[src/rtl/assert_macros.svh]
// Assertion macros shared by the RTL.
// No dependencies.
`ifndef ASSERT_MACROS_SVH
`define ASSERT_MACROS_SVH
`ifndef SYNTHESIS
`define ASSERT_CLK(label, clk, rst_n, prop, msg) \
    label: assert property (@(posedge clk) disable iff (!rst_n) prop) else $error(msg);
`define ASSERT_RST(label, clk, prop, msg) \
    label: assert property (@(posedge clk) prop) else $error(msg);
`else
`define ASSERT_CLK(label, clk, rst_n, prop, msg)
`define ASSERT_RST(label, clk, prop, msg)
`endif
`endif

[src/rtl/bmvm_pkg.sv]
// Types and constants of the byte memory VM execute unit.
// No dependencies.
package bmvm_pkg;
    // data memory size; addresses wrap by bit select, so it stays a power of two
    localparam int DATA_BYTES = 65536;

    localparam logic [1:0] ACT_EXEC  = 2'd0;
    localparam logic [1:0] ACT_WRITE = 2'd1;
    localparam logic [1:0] ACT_READ  = 2'd2;

    localparam logic [4:0] OP_HALT = 5'd0;
    localparam logic [4:0] OP_LOAD = 5'd1;
    localparam logic [4:0] OP_ADD  = 5'd2;
    localparam logic [4:0] OP_SUB  = 5'd3;
    localparam logic [4:0] OP_MUL  = 5'd4;
    localparam logic [4:0] OP_DIV  = 5'd5;
    localparam logic [4:0] OP_SHL  = 5'd6;
    localparam logic [4:0] OP_SHR  = 5'd7;
    localparam logic [4:0] OP_AND  = 5'd8;
    localparam logic [4:0] OP_XOR  = 5'd9;
    localparam logic [4:0] OP_OR   = 5'd10;
    localparam logic [4:0] OP_CMP  = 5'd11;
    localparam logic [4:0] OP_JMP  = 5'd12;
    localparam logic [4:0] OP_JE   = 5'd13;
    localparam logic [4:0] OP_JNE  = 5'd14;
    localparam logic [4:0] OP_JB   = 5'd15;
    localparam logic [4:0] OP_JBE  = 5'd16;
    localparam logic [4:0] OP_JA   = 5'd17;
    localparam logic [4:0] OP_JAE  = 5'd18;

    typedef enum logic [3:0] {
        ST_CLEAR, ST_IDLE, ST_RREG, ST_MEM1, ST_MEM2, ST_MEM3,
        ST_MUL, ST_DIV, ST_EXEC, ST_DONE
    } state_t;

    typedef struct packed {
        logic        start;
        logic [31:0] dividend;
        logic [31:0] divisor;
    } div_req_t;

    typedef struct packed {
        logic        done;
        logic [31:0] quotient;
    } div_rsp_t;
endpackage

[src/rtl/bmvm_divider.sv]
// Radix-2 restoring divider, one quotient bit per cycle.
// Depends on bmvm_pkg.
module bmvm_divider (
    input  logic                clk,
    input  logic                rst_n,
    input  bmvm_pkg::div_req_t  req,
    output bmvm_pkg::div_rsp_t  rsp
);
    import bmvm_pkg::*;

    logic [31:0] quo_reg, quo_next, den_reg, den_next;
    logic [32:0] rem_reg, rem_next, trial;
    logic [5:0]  cnt_reg, cnt_next;
    logic        busy_reg, busy_next, done_reg, done_next;

    always_comb
    begin
        quo_next  = quo_reg;
        den_next  = den_reg;
        rem_next  = rem_reg;
        cnt_next  = cnt_reg;
        busy_next = busy_reg;
        done_next = 1'b0;
        trial     = {rem_reg[31:0], quo_reg[31]};
        if (req.start)
        begin
            quo_next  = req.dividend;
            den_next  = req.divisor;
            rem_next  = '0;
            cnt_next  = 6'd32;
            busy_next = 1'b1;
        end
        else if (busy_reg)
        begin
            if (trial >= {1'b0, den_reg})
            begin
                rem_next = trial - {1'b0, den_reg};
                quo_next = {quo_reg[30:0], 1'b1};
            end
            else
            begin
                rem_next = trial;
                quo_next = {quo_reg[30:0], 1'b0};
            end
            cnt_next = cnt_reg - 6'd1;
            if (cnt_reg == 6'd1)
            begin
                busy_next = 1'b0;
                done_next = 1'b1;
            end
        end
    end

    always_ff @(posedge clk or negedge rst_n)
    begin
        if (!rst_n)
        begin
            busy_reg <= 1'b0;
            done_reg <= 1'b0;
            cnt_reg  <= '0;
        end
        else
        begin
            busy_reg <= busy_next;
            done_reg <= done_next;
            cnt_reg  <= cnt_next;
        end
    end

    always_ff @(posedge clk)
    begin
        quo_reg <= quo_next;
        den_reg <= den_next;
        rem_reg <= rem_next;
    end

    // divide by zero naturally yields all ones in a restoring divider
    assign rsp.done     = done_reg;
    assign rsp.quotient = quo_reg;
endmodule

[config.mk]
export PLATFORM = sky130hd
export DESIGN_NAME = bmvm_divider
export DESIGN_NICKNAME = d
export VERILOG_FILES = /design/src/rtl/assert_macros.svh /design/src/rtl/bmvm_pkg.sv /design/src/rtl/bmvm_divider.sv
export SDC_FILE = /design/constraint.sdc
export NUM_CORES = 1
export LEC_CHECK = 0
export BUFFER_PORTS_ARGS = -buffer_cell sky130_fd_sc_hd__buf_2
export CAP_MARGIN = 30
export CORE_MARGIN = 2
export CORE_UTILIZATION = 52
export DETAILED_ROUTE_END_ITERATION = 6
export PLACE_DENSITY = 0.85
export SLEW_MARGIN = 20
export SYNTH_ARGS = -nofsm -noshare
export SYNTH_HDL_FRONTEND = slang
export SYNTH_SLANG_ARGS = --single-unit
[constraint.sdc]
create_clock -name clk -period 3 [get_ports clk]
set_clock_uncertainty 0.2 [all_clocks]
set_input_delay 0.6 -clock clk [delete_from_list [all_inputs] [get_ports clk]]
set_output_delay 0.6 -clock clk [all_outputs]
set_load 0.03 [all_outputs]
==> flow_summary.ini, run 1 <==
[status]
status = finished, final reports clean

[worst_setup_path]
crit_fanout = 4
cp_top_family = compound AO/OA/AOI/OAI gates
required_ns = 3.07
cp_common_cell = a211oi_1
start_kind = register
slowest_delay_ns = 0.39
cp_num_buf_inv = 2
critical_path_arrival_ns = 3.07
cp_cell_sequence = inv_1, ha_1, nand3_1, o21bai_4, a2111oi_4, nor3b_2, nand2_2, a31oi_4, buf_4, a211oi_1, a21oi_1, a211oi_1
critical_path_depth = 12
r2r_cells = 12
worstSetupEndpointType = register
crit_slowest_cell = a2111oi_4
worst-setup-path-type = register to register

[pwr]
p_int_mw = 3.98
seq_power_share_pct = 31.3
power_switching_mw = 2.76
clkPwrFrac_pct = 16.5
p_sw_share_pct = 40.9
finalPower_mw = 6.75
comb_power_share_pct = 52.2
p_per_area_nw_per_um2 = 898
power_leakage_nw = 3.23
worst_ir_drop_vdd_mv = 0.578

[timing]
tightest_slew_ns = 0.543
rsz0062_at_grt = true
fmax_mhz = 334
finalWorstSetupSlack_ns = 0.00200
fin_hold_ws_ns = 0.217
maxSlewHeadroom_pct = 63.8
report.final.hold_viol_count = 0
setup-violations-final = 0
finalCriticalPeriod_ns = 3.00
slew_violations = 0
timing.final.crit_share_pct = 99.9

[logic_synthesis]
avgSynthCellArea_sq_um = 10.4
synth-async-reset-ratio_pct = 7.69
synth_cell_types = 70
ys_ff_latch = 104
synth.top_cell.area_share_pct = 31.4
seq_area_frac_synth_pct = 45.2
syn_nets = 691
synthTopCellsByArea = edfxtp_1 31%, dfxtp_1 10%, ha_1 7.0%, mux2_2 5.9%, nand2_1 4.3%
ys_warn_count = 0
synth_area_sq_um = 6110
synth_top_flop_cell = edfxtp_1
yosysMostFrequentCell = nand2_1
syn_inst = 589
synth_common_cells = 70 x nand2_1, 64 x edfxtp_1, 45 x nor2_1, 41 x inv_1, 37 x a21oi_1
synth_enable_flop_cells = 64
yosys.area.top_type = edfxtp_1

[place]
place_area_sq_um = 6930
dp_hpwl_um = 10600
port_buffers = 99
gp_congestion = 0.975
dp_slack_ns = -0.0432

[grt]
antenna_found_initial = 0
grt_pass1_vias = 5010
grt.total_usage_pct = 23.7
grt_overflow = 0
grt_pass1_wl_um = 24100
grt_max_degree = 43

[floorplan]
core_sq_um = 11500
placementRows = 39
initial_core_util_pct = 53.3
die_h_um = 112
dieWidth_um = 112
die-area_sq_um = 12600
io_pins = 100

[clock_network]
clk_latency_ns = 0.36
root_buffer = clkbuf_16
clkTransAtPathRegs_ns = 0.07
clock_path_buffers = 2
cts_sinks = 104
cts_tree = yes
cts_htree_levels = 3
numCtsBuffers = 9

[routing]
wl_per_cell_um = 17.4
drc_errors = 0
ant_nets = 0
wirelength_um = 15100
vias = 5049
drtIter0Drc = 344
viasPerCell = 5.81
firstDrtPassIters = 7

[job]
cap_violations = 0

[final_layout]
fin_nets = 823
finish.utilization_pct = 65.5
num_antenna_cells = 0
syn_to_final_growth_pct = 23.0
final_area_sq_um = 7520
drive_above_1_share_pct = 35.3

[hold_path]
hold_class = input port to register
worstHoldPathCells = 1
-- power groups by stage --
| stage | Sequential (mW) | Clock [mW] | Combinational (mW) |
|---|---|---|---|
| 2_1_floorplan | 2.21 | 0 | 2.16 |
| 3_3_place_gp | 2.09 | 0 | 3.02 |
| 3_5_place_dp | 2.11 | 0 | 3.10 |
| 4_1_cts | 2.09 | 1.14 | 3.19 |
| 5_1_grt | 2.15 | 1.20 | 3.80 |
| 6_report | 2.11 | 1.11 | 3.52 |
-- cells in the final DEF (no fill, tap or decap), types with 8 or more instances in the layout --
| cell type | count |
|---|---|
| nor3_1 | 8 |
| buf_2 | 98 |
| xnor2_1 | 20 |
| mux2_2 | 32 |
| dfrtp_1 | 8 |
| dfxtp_1 | 32 |
| edfxtp_1 | 64 |
| inv_1 | 39 |
| a21oi_1 | 33 |
| clkbuf_16 | 9 |
| nand2_1 | 66 |
| buf_4 | 50 |
| nor2_1 | 45 |
| nand4_1 | 8 |
| o21ai_0 | 18 |
| a21o_1 | 14 |
| ha_1 | 25 |
| xor2_1 | 8 |
| a311oi_2 | 14 |
| nand3_1 | 8 |
-- worst paths after layout --
kind	from	endpoint	slack [ns]
max	den_reg[2]	rem_reg[5]	0.002
max in group asynchronous	rst_n	busy_reg	2.01
max reg2reg	den_reg[2]	rem_reg[5]	0.002
min reg2reg	rem_reg[20]	rem_reg[20]	0.28
min	req[0]	den_reg[0]	0.22
min in group asynchronous	rst_n	cnt_reg[4]	0.41
-- timing repair --
action | 4_1_cts | 5_1_grt
endpoints found under the hold margin | 8 | 0
pin swaps | 4 | 14
cloned | 0 | 0
setup buffers | 6 | 9
setup endpoints to repair | 23 | 32
gates resized for setup | 1 | 36
hold buffers | 1 | 0
-- cell type report --
cell class	count	area, sq um
Fill cell	857	3950
Multi-Input combinational cell	415	3240
Sequential cell	104	2760
Timing Repair Buffer	150	896
Clock buffer	9	225
Tap cell	143	179
Inverter	41	154
Clock inverter	7	55.1
-- logic make-up after synthesis --
logic type | after synthesis | share of synthesized area [%]
flip-flops | 104 | 45.2
AND/OR/NAND/NOR | 171 | 13.0
AO/OA/AOI/OAI | 141 | 18.5
XOR/XNOR | 30 | 4.30
adder cells (fa/ha/maj) | 35 | 7.29
multiplexers | 38 | 6.88
buffers and inverters | 70 | 4.91
-- metal layers --
layer	up-vias	wire [um]	global-route usage [%]
met5	-	0	0
met3	31	814	5.67
met1	2436	6330	29.6
met2	180	7610	40.1
met4	0	379	8.86
li1	2402	-	-
-- through the flow --
stage / instances / TNS [ns]
floorplan: 589 / 0
global placement: 838 / -0.0161
detailed placement: 838 / -0.380
CTS: 861 / 0
global route: 869 / -0.406
finish: 869 / 0
Power figures use the tool's default switching activity.
==> inputs of run 2 (changes only) <==
--- a/config.mk
+++ b/config.mk
@@ -5,13 +5,12 @@
 export SDC_FILE = /design/constraint.sdc
 export NUM_CORES = 1
 export LEC_CHECK = 0
-export BUFFER_PORTS_ARGS = -buffer_cell sky130_fd_sc_hd__buf_2
+export BUFFER_PORTS_ARGS = -buffer_cell sky130_fd_sc_hd__buf_4
 export CAP_MARGIN = 30
 export CORE_MARGIN = 2
 export CORE_UTILIZATION = 52
 export DETAILED_ROUTE_END_ITERATION = 6
-export PLACE_DENSITY = 0.85
-export SLEW_MARGIN = 20
+export PLACE_DENSITY = 0.78
 export SYNTH_ARGS = -nofsm -noshare
 export SYNTH_HDL_FRONTEND = slang
 export SYNTH_SLANG_ARGS = --single-unit
==> run 2 against run 1 <==
The run now ends with negative setup slack left. Via count shrank 2.2%. Critical endpoint is now rem_reg[28]. Non-clock buffer count shrank 4. Final area grew 3.3%.
==> flow_summary.ini, run 2 (same netlist as run 1, synthesis figures left out) <==
[final_layout]
drive_above_1_share_pct = 34.3
final_common_cell = buf_4
layout_common_cells = 141 x buf_4, 70 x nand2_1, 64 x edfxtp_1
instances_no_fill = 865
fin_nets = 819
num_antenna_cells = 0
syn_to_final_growth_pct = 27.1
finish.utilization_pct = 67.7

[clock_network]
cts_tree = yes
clk_latency_ns = 0.36
cts_sinks = 104
clkTransAtPathRegs_ns = 0.08
clock_path_buffers = 2
cts_htree_levels = 3
numCtsBuffers = 9
root_buffer = clkbuf_16

[timing]
rsz0062_at_grt = true
fmax_mhz = 329
finalCriticalPeriod_ns = 3.04
finalWorstSetupSlack_ns = -0.0386
timing.final.crit_share_pct = 101
slew_violations = 0
report.final.hold_viol_count = 0
tightest_slew_ns = 0.589
maxSlewHeadroom_pct = 60.4
fin_setup_tns_ns = -0.0414
setup-violations-final = 2

[floorplan]
placementRows = 39
io_pins = 100
initial_core_util_pct = 53.3
core_sq_um = 11500
die-area_sq_um = 12600
die_h_um = 112
dieWidth_um = 112

[place]
port_buffers = 99
dp_hpwl_um = 10600
gp_congestion = 0.968
dp_slack_ns = -0.212
dpl.cell_count = 837

[worst_setup_path]
required_ns = 3.05
worstSetupEndpointType = register
crit_fanout = 3
worst-setup-path-type = register to register
start_kind = register
critical_path_arrival_ns = 3.08

[pwr]
p_per_area_nw_per_um2 = 886
clkPwrFrac_pct = 18.4
power_leakage_nw = 3.31
p_int_mw = 4.13
p_sw_share_pct = 40.0
comb_power_share_pct = 51.0
seq_power_share_pct = 30.6
finalPower_mw = 6.88
power_switching_mw = 2.75
worst_ir_drop_vdd_mv = 0.702

[grt]
grt.total_usage_pct = 23.4
grt_overflow = 0
grt_pass1_wl_um = 23800
grt_pass1_vias = 4992
antenna_found_initial = 0
grt_max_degree = 34

[routing]
drc_errors = 0
ant_nets = 0
wl_per_cell_um = 17.3
viasPerCell = 5.71
vias = 4939
firstDrtPassIters = 5
wirelength_um = 14900
drtIter0Drc = 281

[status]
status = complete, but fails checks
violations = negative setup slack

[job]
cap_violations = 0

[hold_path]
hold_class = input port to register
-- run 2: worst max-delay path: stages (launching register included) --
cell	delay (ns)
edfxtp_1	0.40
inv_2	0.06
ha_4	0.16
fa_2	0.39
nor2b_4	0.16
o2111ai_2	0.15
a211o_1	0.31
a21oi_2	0.21
o221ai_2	0.16
o31ai_4	0.23
buf_4	0.17
nand4_1	0.09
a21boi_1	0.16
nor4_1	0.06
-- run 2: final cells by class --
| class | instances | area (sq um) |
|---|---|---|
| fill | 852 | 3700 |
| sequential | 104 | 2760 |
| clock buffer | 9 | 225 |
| tap | 143 | 179 |
| multi-input combinational | 415 | 3220 |
| timing repair buffer | 146 | 1130 |
| inverter | 41 | 154 |
| clock inverter | 7 | 96.3 |
-- run 2: worst paths after layout --
path                                  start     endpoint  slack, ns  cells past startpoint
worst min register to register  rem_reg[20]  rem_reg[20]       0.30                      2
max in group asynchronous             rst_n     busy_reg       2.06                      2
worst max register to register  quo_reg[31]  rem_reg[28]      -0.04                     13
worst max-delay path            quo_reg[31]  rem_reg[28]      -0.04                     13
worst min-delay path                req[13]  den_reg[13]       0.21                      1
min in group asynchronous             rst_n     done_reg       0.41                      2
-- run 2: power groups by stage --
stage | clock [mW] | combinational (mW) | sequential (mW)
4_1_cts | 1.29 | 3.22 | 2.09
3_3_place_gp | 0 | 3.09 | 2.10
2_1_floorplan | 0 | 2.16 | 2.21
6_report | 1.26 | 3.51 | 2.11
3_5_place_dp | 0 | 3.15 | 2.12
5_1_grt | 1.34 | 3.79 | 2.15
-- run 2: layer usage --
layer / GRT usage (%) / share of wire (%) / wire length (um)
met1: 30.7 / 43 / 6390
met4: 8.29 / 2.0 / 303
met3: 4.97 / 5.2 / 778
met2: 38.5 / 50 / 7480
met5: 0 / 0 / 0
-- run 2: per-stage QoR --
stage | cell area (sq um) | hold slack (ns)
2_1_floorplan | 6120 | 0.104
3_3_place_gp | 7180 | 0.220
3_5_place_dp | 7180 | 0.223
4_1_cts | 7560 | 0.198
5_1_grt | 7770 | 0.196
6_report | 7770 | 0.210
-- run 2: timing repair --
| item | in CTS | in global routing |
|---|---|---|
| hold endpoints to repair | 8 | 0 |
| buffers inserted | 4 | 7 |
| gates cloned | 0 | 0 |
| pin swaps | 5 | 16 |
| endpoints found under the setup margin | 6 | 32 |
| gates resized for setup | 3 | 32 |
| hold buffers | 1 | 0 |
